## src/design/esc_pkg.sv

```systemverilog
// ----------------------------------------------------------------------------
// esc_pkg: shared types and constants for the elevator scan controller
// Floor field width, beat kind codes and the car heading encoding.
// ----------------------------------------------------------------------------
package esc_pkg;

  // Floor number field width and the floors it can name
  localparam int FLOOR_W   = 4;
  localparam int FLOOR_CNT = 1 << FLOOR_W;

  // Input beat kind
  localparam logic KIND_TICK = 1'b0;
  localparam logic KIND_REQ  = 1'b1;

  // Car heading
  typedef enum logic [1:0] {
    DIR_IDLE = 2'd0,
    DIR_UP   = 2'd1,
    DIR_DOWN = 2'd2
  } dir_t;

endpackage

```

## src/design/esc_in_if.sv

```systemverilog
// ----------------------------------------------------------------------------
// esc_in_if: request/tick channel
// Valid/ready channel carrying one tick or floor request per beat.
// ----------------------------------------------------------------------------
interface esc_in_if;
  logic                        valid;
  logic                        ready;
  logic                        kind;
  logic [esc_pkg::FLOOR_W-1:0] floor;

  modport source (output valid, kind, floor, input ready);
  modport sink   (input valid, kind, floor, output ready);
endinterface

```

## src/design/esc_out_if.sv

```systemverilog
// ----------------------------------------------------------------------------
// esc_out_if: car status channel
// Valid/ready channel carrying the car status after each input beat.
// ----------------------------------------------------------------------------
interface esc_out_if;
  logic                        valid;
  logic                        ready;
  logic [esc_pkg::FLOOR_W-1:0] car_floor;
  logic [1:0]                  travel_dir;
  logic                        door_opened;
  logic                        pending;

  modport source (output valid, car_floor, travel_dir, door_opened, pending, input ready);
  modport sink   (input valid, car_floor, travel_dir, door_opened, pending, output ready);
endinterface

```

## src/design/elevator_scan_controller.sv

```systemverilog
// ----------------------------------------------------------------------------
// elevator_scan_controller: single-car SCAN elevator scheduler
// Records floor requests in up/down sets and moves the car at most one floor per tick.
// ----------------------------------------------------------------------------
//  Channel   Dir  Payload                                    Beat
//  in_chan   in   kind, floor                                tick or request
//  out_chan  out  car_floor, travel_dir, door_opened, pending status per input
//
//  Request sets, position and heading update at the accepting edge, and the
//  status lands in the output register at that edge. Priority encoders over
//  the two request sets sit on the combinational next-state path.
//  Sync reset (rst_n low) clears both sets, parks the car at floor 0, idle.
//  in_chan.ready is high while the output register is empty or being drained,
//  so a stalled sink holds one status beat and stops the input.
// ----------------------------------------------------------------------------
module elevator_scan_controller #(
  parameter int NUM_FLOORS = 16
) (
  input  logic      clk,
  input  logic      rst_n,
  esc_in_if.sink    in_chan,
  esc_out_if.source out_chan
);

  localparam int FW    = esc_pkg::FLOOR_W;
  localparam int SET_W = (NUM_FLOORS < esc_pkg::FLOOR_CNT) ? NUM_FLOORS : esc_pkg::FLOOR_CNT;

  // State
  logic [SET_W-1:0] up_r, up_nxt;
  logic [SET_W-1:0] down_r, down_nxt;
  logic [FW-1:0]    pos_r, pos_nxt;
  esc_pkg::dir_t    head_r, head_nxt, head_sel;

  // Output register
  logic             out_valid_r;
  logic [FW-1:0]    car_floor_r;
  logic [1:0]       travel_dir_r;
  logic             door_r, door_nxt;
  logic             pending_r;

  logic             in_accept;
  logic             req_in_range;
  logic             up_any, down_any;
  logic [SET_W-1:0] req_mask, up_low_mask, down_high_mask;
  logic [FW-1:0]    up_low, down_high;

  assign in_chan.ready = !out_valid_r || out_chan.ready;
  assign in_accept     = in_chan.valid && in_chan.ready;

  assign up_any       = |up_r;
  assign down_any     = |down_r;
  assign req_in_range = int'(in_chan.floor) < NUM_FLOORS;

  // Request decode and priority encoders over the request sets
  always_comb begin
    up_low         = '0;
    down_high      = '0;
    up_low_mask    = '0;
    down_high_mask = '0;
    for (int i = 0; i < SET_W; i++) begin
      req_mask[i] = (in_chan.floor == FW'(i));
    end
    for (int i = SET_W - 1; i >= 0; i--) begin
      if (up_r[i]) begin
        up_low      = FW'(i);
        up_low_mask = '0;
        up_low_mask[i] = 1'b1;
      end
    end
    for (int i = 0; i < SET_W; i++) begin
      if (down_r[i]) begin
        down_high      = FW'(i);
        down_high_mask = '0;
        down_high_mask[i] = 1'b1;
      end
    end
  end

  // Heading served by a tick: keep a live heading, else prefer up
  always_comb begin
    if (head_r == esc_pkg::DIR_UP || head_r == esc_pkg::DIR_DOWN) begin
      head_sel = head_r;
    end else if (up_any) begin
      head_sel = esc_pkg::DIR_UP;
    end else begin
      head_sel = esc_pkg::DIR_DOWN;
    end
  end

  // Next state for one beat
  always_comb begin
    up_nxt   = up_r;
    down_nxt = down_r;
    pos_nxt  = pos_r;
    head_nxt = head_r;
    door_nxt = 1'b0;
    if (in_chan.kind == esc_pkg::KIND_REQ) begin
      // out-of-range floors are dropped
      if (req_in_range) begin
        if (in_chan.floor == pos_r) begin
          door_nxt = 1'b1;
        end else if (in_chan.floor > pos_r) begin
          up_nxt = up_r | req_mask;
        end else begin
          down_nxt = down_r | req_mask;
        end
      end
    end else if (!up_any && !down_any) begin
      head_nxt = esc_pkg::DIR_IDLE;
    end else if (head_sel == esc_pkg::DIR_UP) begin
      if (up_any) begin
        if (pos_r < up_low) begin
          pos_nxt = pos_r + FW'(1);
        end else if (pos_r == up_low) begin
          door_nxt = 1'b1;
          up_nxt   = up_r & ~up_low_mask;
        end
      end
      if (|up_nxt) begin
        head_nxt = esc_pkg::DIR_UP;
      end else begin
        head_nxt = down_any ? esc_pkg::DIR_DOWN : esc_pkg::DIR_IDLE;
      end
    end else begin
      if (down_any) begin
        if (pos_r > down_high) begin
          pos_nxt = pos_r - FW'(1);
        end else if (pos_r == down_high) begin
          door_nxt = 1'b1;
          down_nxt = down_r & ~down_high_mask;
        end
      end
      if (|down_nxt) begin
        head_nxt = esc_pkg::DIR_DOWN;
      end else begin
        head_nxt = up_any ? esc_pkg::DIR_UP : esc_pkg::DIR_IDLE;
      end
    end
  end

  // State registers
  always_ff @(posedge clk) begin
    if (!rst_n) begin
      up_r   <= '0;
      down_r <= '0;
      pos_r  <= '0;
      head_r <= esc_pkg::DIR_IDLE;
    end else if (in_accept) begin
      up_r   <= up_nxt;
      down_r <= down_nxt;
      pos_r  <= pos_nxt;
      head_r <= head_nxt;
    end
  end

  // Output valid
  always_ff @(posedge clk) begin
    if (!rst_n) begin
      out_valid_r <= 1'b0;
    end else if (in_accept) begin
      out_valid_r <= 1'b1;
    end else if (out_chan.ready) begin
      out_valid_r <= 1'b0;
    end
  end

  // Output payload
  always_ff @(posedge clk) begin
    if (in_accept) begin
      car_floor_r  <= pos_nxt;
      travel_dir_r <= head_nxt;
      door_r       <= door_nxt;
      pending_r    <= (|up_nxt) || (|down_nxt);
    end
  end

  assign out_chan.valid       = out_valid_r;
  assign out_chan.car_floor   = car_floor_r;
  assign out_chan.travel_dir  = travel_dir_r;
  assign out_chan.door_opened = door_r;
  assign out_chan.pending     = pending_r;

  // Checks
  a_status_matches_state: assert property (@(posedge clk) disable iff (!rst_n)
    out_valid_r |-> (car_floor_r == pos_r && pending_r == ((|up_r) || (|down_r))))
    else $error("status beat disagrees with car state");

  a_one_floor_step: assert property (@(posedge clk) disable iff (!rst_n)
    ($past(rst_n) && pos_r != $past(pos_r)) |->
      (pos_r == $past(pos_r) + FW'(1) || pos_r + FW'(1) == $past(pos_r)))
    else $error("car moved more than one floor");

  a_no_door_while_moving: assert property (@(posedge clk) disable iff (!rst_n)
    in_accept |=> (!door_r || pos_r == $past(pos_r)))
    else $error("doors opened on a moving beat");

  a_stall_holds_state: assert property (@(posedge clk) disable iff (!rst_n)
    !in_accept |=> ($stable(up_r) && $stable(down_r) && $stable(pos_r)))
    else $error("car state changed without an input beat");

endmodule

```

## src/flat_wrapper.sv

```systemverilog
// flat-port wrapper written by rule: the top's interface ports become plain ports
module elevator_scan_controller_flat 
#(
  parameter int NUM_FLOORS = 16
)
  (clk, rst_n, in_chan_valid, in_chan_kind, in_chan_floor, in_chan_ready, out_chan_valid, out_chan_car_floor, out_chan_travel_dir, out_chan_door_opened, out_chan_pending, out_chan_ready);
  esc_in_if in_chan_i ();
  esc_out_if out_chan_i ();
  input  logic clk;
  input  logic rst_n;
  input wire logic [$bits(in_chan_i.valid)-1:0] in_chan_valid;
  input wire logic [$bits(in_chan_i.kind)-1:0] in_chan_kind;
  input wire logic [$bits(in_chan_i.floor)-1:0] in_chan_floor;
  output wire logic [$bits(in_chan_i.ready)-1:0] in_chan_ready;
  output wire logic [$bits(out_chan_i.valid)-1:0] out_chan_valid;
  output wire logic [$bits(out_chan_i.car_floor)-1:0] out_chan_car_floor;
  output wire logic [$bits(out_chan_i.travel_dir)-1:0] out_chan_travel_dir;
  output wire logic [$bits(out_chan_i.door_opened)-1:0] out_chan_door_opened;
  output wire logic [$bits(out_chan_i.pending)-1:0] out_chan_pending;
  input wire logic [$bits(out_chan_i.ready)-1:0] out_chan_ready;
  assign in_chan_i.valid = in_chan_valid;
  assign in_chan_i.kind = in_chan_kind;
  assign in_chan_i.floor = in_chan_floor;
  assign in_chan_ready = in_chan_i.ready;
  assign out_chan_valid = out_chan_i.valid;
  assign out_chan_car_floor = out_chan_i.car_floor;
  assign out_chan_travel_dir = out_chan_i.travel_dir;
  assign out_chan_door_opened = out_chan_i.door_opened;
  assign out_chan_pending = out_chan_i.pending;
  assign out_chan_i.ready = out_chan_ready;
  elevator_scan_controller #(.NUM_FLOORS(NUM_FLOORS)) u_core (.clk(clk), .rst_n(rst_n), .in_chan(in_chan_i), .out_chan(out_chan_i));
endmodule
```

## config.mk

```make
export PLATFORM = sky130hd
export DESIGN_NAME = elevator_scan_controller_flat
export DESIGN_NICKNAME = d
export VERILOG_FILES = /design/src/design/esc_pkg.sv /design/src/design/esc_in_if.sv /design/src/design/esc_out_if.sv /design/src/design/elevator_scan_controller.sv /design/src/flat_wrapper.sv
export SDC_FILE = /design/constraint.sdc
export NUM_CORES = 1
export LEC_CHECK = 0
export BUFFER_PORTS_ARGS = -buffer_cell sky130_fd_sc_hd__buf_2
export CAP_MARGIN = 20
export CELL_PAD_IN_SITES_DETAIL_PLACEMENT = 1
export CELL_PAD_IN_SITES_GLOBAL_PLACEMENT = 1
export CORE_MARGIN = 2
export CORE_UTILIZATION = 45
export CTS_CLUSTER_DIAMETER = 50
export CTS_CLUSTER_SIZE = 8
export DETAILED_ROUTE_END_ITERATION = 10
export GPL_TIMING_DRIVEN = 1
export PLACE_DENSITY = 0.81
export RECOVER_POWER = 25
export SYNTH_ARGS = -nofsm -noshare
export SYNTH_HDL_FRONTEND = slang
export SYNTH_SLANG_ARGS = --single-unit
```

## constraint.sdc

```tcl
create_clock -name clk -period 6.8 [get_ports clk]
set_input_delay 0.68 -clock clk [delete_from_list [all_inputs] [get_ports clk]]
set_output_delay 0.68 -clock clk [all_outputs]
set_load 0.01 [all_outputs]
```

==> run summary <==
Critical Path AT: 4.84 ns
Max_slew headroom: -6.82%
TritonCTS clock tree: done
Initial Util: 46.0%
Met1 usage: 39.1%
Wire per inst: 23.2 µm
Core ar.: 8640 µm²
Worst Reg2Reg Path Length in Cells: 11
Placed cell count: 611
Leak pwr: 0.00144 µW
Clock Sinks: 47
HP Class: reg2reg
H-tree depth: 2
Post-DP Area: 4010 µm²
Largest net degree at the start of global routing: 41
Met3 global-route usage: 3.72%
Least-Margin Pin Slew: 1.60 ns
VDD IR max: 0.106 mV
Dominant synthesized flop cell: dfxtp_1
Latest clock arrival within the worst-skew pair: 0.31 ns
Drt first pass iters: 5
Tcrit/Tclk final: 70.3%
Failing checks: max-capacitance violations, max-slew violations
Total power: 790 µW
Pwr/cell area: 193 nW/µm²
Antenna diodes: 0
Drt drc: 0
Reg-to-reg startpoint: u_core.up_r[8]
Worst-path maximum fanout: 13
# IOs: 19
Highest clock rate: 0.209 GHz
Clock Skew: 0.00915 ns
Final Setup Violations: 0
Vias: 4291
Mapped cell area: 3980 µm²
Synth top area cells: dfxtp_1 (20%), edfxtp_1 (6.0%), nand2_1 (5.0%)
# port buffers: 18
Gr busiest metal: met2
Worst-path clk slew: 0.10 ns
Final worst path period need: 4.78 ns
Area Overhead vs Synth: 3.15%
Max-Cap Viols: 2
Multi-input logic area: 2680 µm²
FF/Latch Area: 1020 µm²
Post-cts sizing count: 0
Nets: 534
Finished Core Util: 47.5%
Drt total wl: 14400 µm
Layout fillers: 1109
Worst r2r dst: u_core.out_chan.pending
Grt total ovfl: 0
Vias per inst: 6.92
Setup TNS Final: 0 ns
Final hold viol count: 0
Fraction of registers with async set/reset: 0%
Top cell type's share of synthesized area: 19.6%
Total track usage: 30.1%
GPL Wtd Cong: 0.973
Outcome: finished with violations
Cts hold-fix bufs: 0
Setup bufs post-CTS: 0
Cell Rows: 34
Clock Path Buffers: 2
Vias in the first global route: 4331
Initial drt markers: 236
Post-synth EDFFs: 8
Slew Viols, Final: 74
Die width: 98.0 µm
Share of cells above drive strength 1: 7.42%
Critical path type: reg2reg
Initial antenna violation count: 0
Unrepaired setup endpoints after global routing: false
CP startpoint kind: flop
Synth Warn #: 0
Synth Register Bits: 47
First-pass GRT wire length: 23200 µm
CTS Root Buffer Type: clkbuf_8
Cell count after synthesis: 524
Register area share after synthesis: 25.7%
DP Wirelength: 10900 µm
Avg Inst Size Synth: 7.59 µm²
Die Y: 98.0 µm
Syn nets: 547
R2r setup slk: 2.02 ns
Design area: 4100 µm²
Required time of the critical path: 6.86 ns
Worst Hold End: u_core.out_chan.valid
CTS Buf Count: 5
Die Footprint: 9600 µm²
CP endpoint kind: flop
Netlist cell types: 71
Hold depth: 2
Non-Filler Instances: 620
ANT nets after route: 0
Met2 Track Usage GR: 51.3%
Synth area leader: dfxtp_1
Startpoint of the worst hold path: u_core.out_chan.valid
[where the power goes]
| group | switching (µW) | internal [µW] | total, µW | leakage (µW) |
|---|---|---|---|---|
| logic | 185 | 96.8 | 282 | 0.00100 |
| registers | 19.2 | 299 | 318 | 0.000395 |
| clock network | 108 | 83.3 | 191 | 0.0000474 |
[layout make-up]
class,instances,share of cell area [%]
well taps,108,3.30
clock inverters,2,0.397
multi-input cells,417,65.3
clock buffers,6,2.01
flip-flops and latches,47,24.9
inverters,18,1.65
repair buffers,22,2.44
[per-stage QoR]
| step | hold WS, ns | setup slack (ns) |
|---|---|---|
| global placement | 0.514 | 2.17 |
| CTS | 0.574 | 2.03 |
| floorplan | 0.499 | 2.60 |
| detailed placement | 0.561 | 2.06 |
| global route | 0.605 | 1.84 |
| finish | 0.568 | 2.02 |
[how the worst max path moves through the flow]
stage | startpoint | to | slack, ns | cells past startpoint
after CTS | u_core.up_r[8] | u_core.out_chan.pending | 2.03 | 11
after global placement | u_core.up_r[8] | u_core.out_chan.pending | 2.17 | 11
final | u_core.up_r[8] | u_core.out_chan.pending | 2.02 | 11
after floorplan | u_core.up_r[12] | u_core.out_chan.pending | 2.60 | 17
after detailed placement | u_core.up_r[8] | u_core.out_chan.pending | 2.06 | 11
after global routing | u_core.up_r[8] | u_core.out_chan.pending | 1.84 | 11
[worst max-delay path: stages, from the launching register on]
cell and delay [ns]:
dfxtp_1 0.47, or4_1 0.78, o21ai_0 0.28, nand2_1 0.08, ha_1 0.32, nand4_1 0.16
or4_1 0.68, or3_4 0.42, o31ai_2 0.24, o2111ai_1 0.14, or4_1 0.42, or4_1 0.53
[per-layer routing]
metal / vias up / share of wire, %
met5: - / 0
met4: 0 / 3.3
met3: 39 / 5.6
met2: 163 / 48
met1: 2116 / 43
li1: 1973 / -
[registers in the layout, summed over array words and instances, names as in the netlist]
signal / flops
u_core.down_r: 16
u_core.head_r: 2
u_core.out_chan.car_floor: 4
u_core.out_chan.door_opened: 1
u_core.out_chan.pending: 1
u_core.out_chan.travel_dir: 2
u_core.out_chan.valid: 1
u_core.pos_r: 4
u_core.up_r: 16
[cell usage in the layout, fill, tap and decap left out, drive strengths merged, types with 5 or more instances in the layout]
master   count
nand2       53
dfxtp       39
o21ai       37
nor2        36
a21oi       29
clkbuf      19
inv         17
nor3        16
nor4        16
nor2b       14
nand3       14
ha          14
or4         14
nand4       13
and2        13
o31ai       13
a21boi      11
buf          9
o22ai        8
edfxtp       8
o41ai        8
a31oi        7
maj3         6
xnor2        6
o2111ai      6
nand2b       5
o21bai       5
a22oi        5
or3          5
o31a         5
[logic make-up (layout without fill, tap and decap cells)]
| family | count (synthesis) | count (layout) | synth area share, % |
|---|---|---|---|
| adder cells (fa/ha/maj) | 20 | 20 | 5.92 |
| AND/OR/NAND/NOR | 218 | 218 | 29.6 |
| buffers and inverters | 60 | 48 | 6.96 |
| XOR/XNOR | 6 | 6 | 1.32 |
| AO/OA/AOI/OAI | 173 | 173 | 30.5 |
| flip-flops | 47 | 47 | 25.7 |
[cell usage after synthesis (5+ instances only)]
master,number
xnor2_1,6
a31oi_1,7
o2111ai_1,6
nor2b_1,14
o21bai_1,5
a21oi_1,29
clkbuf_1,30
maj3_1,6
buf_6,5
nand2_1,53
o21ai_0,37
nand2b_1,5
or4_1,10
nand4_1,13
edfxtp_1,8
nor4_1,15
nor3_1,16
nor2_1,36
ha_1,14
o41ai_1,7
o31ai_1,12
a22oi_1,5
a21boi_0,11
nand3_1,14
o22ai_1,8
inv_1,17
and2_1,13
dfxtp_1,39
(Power assumes the default switching activity.)
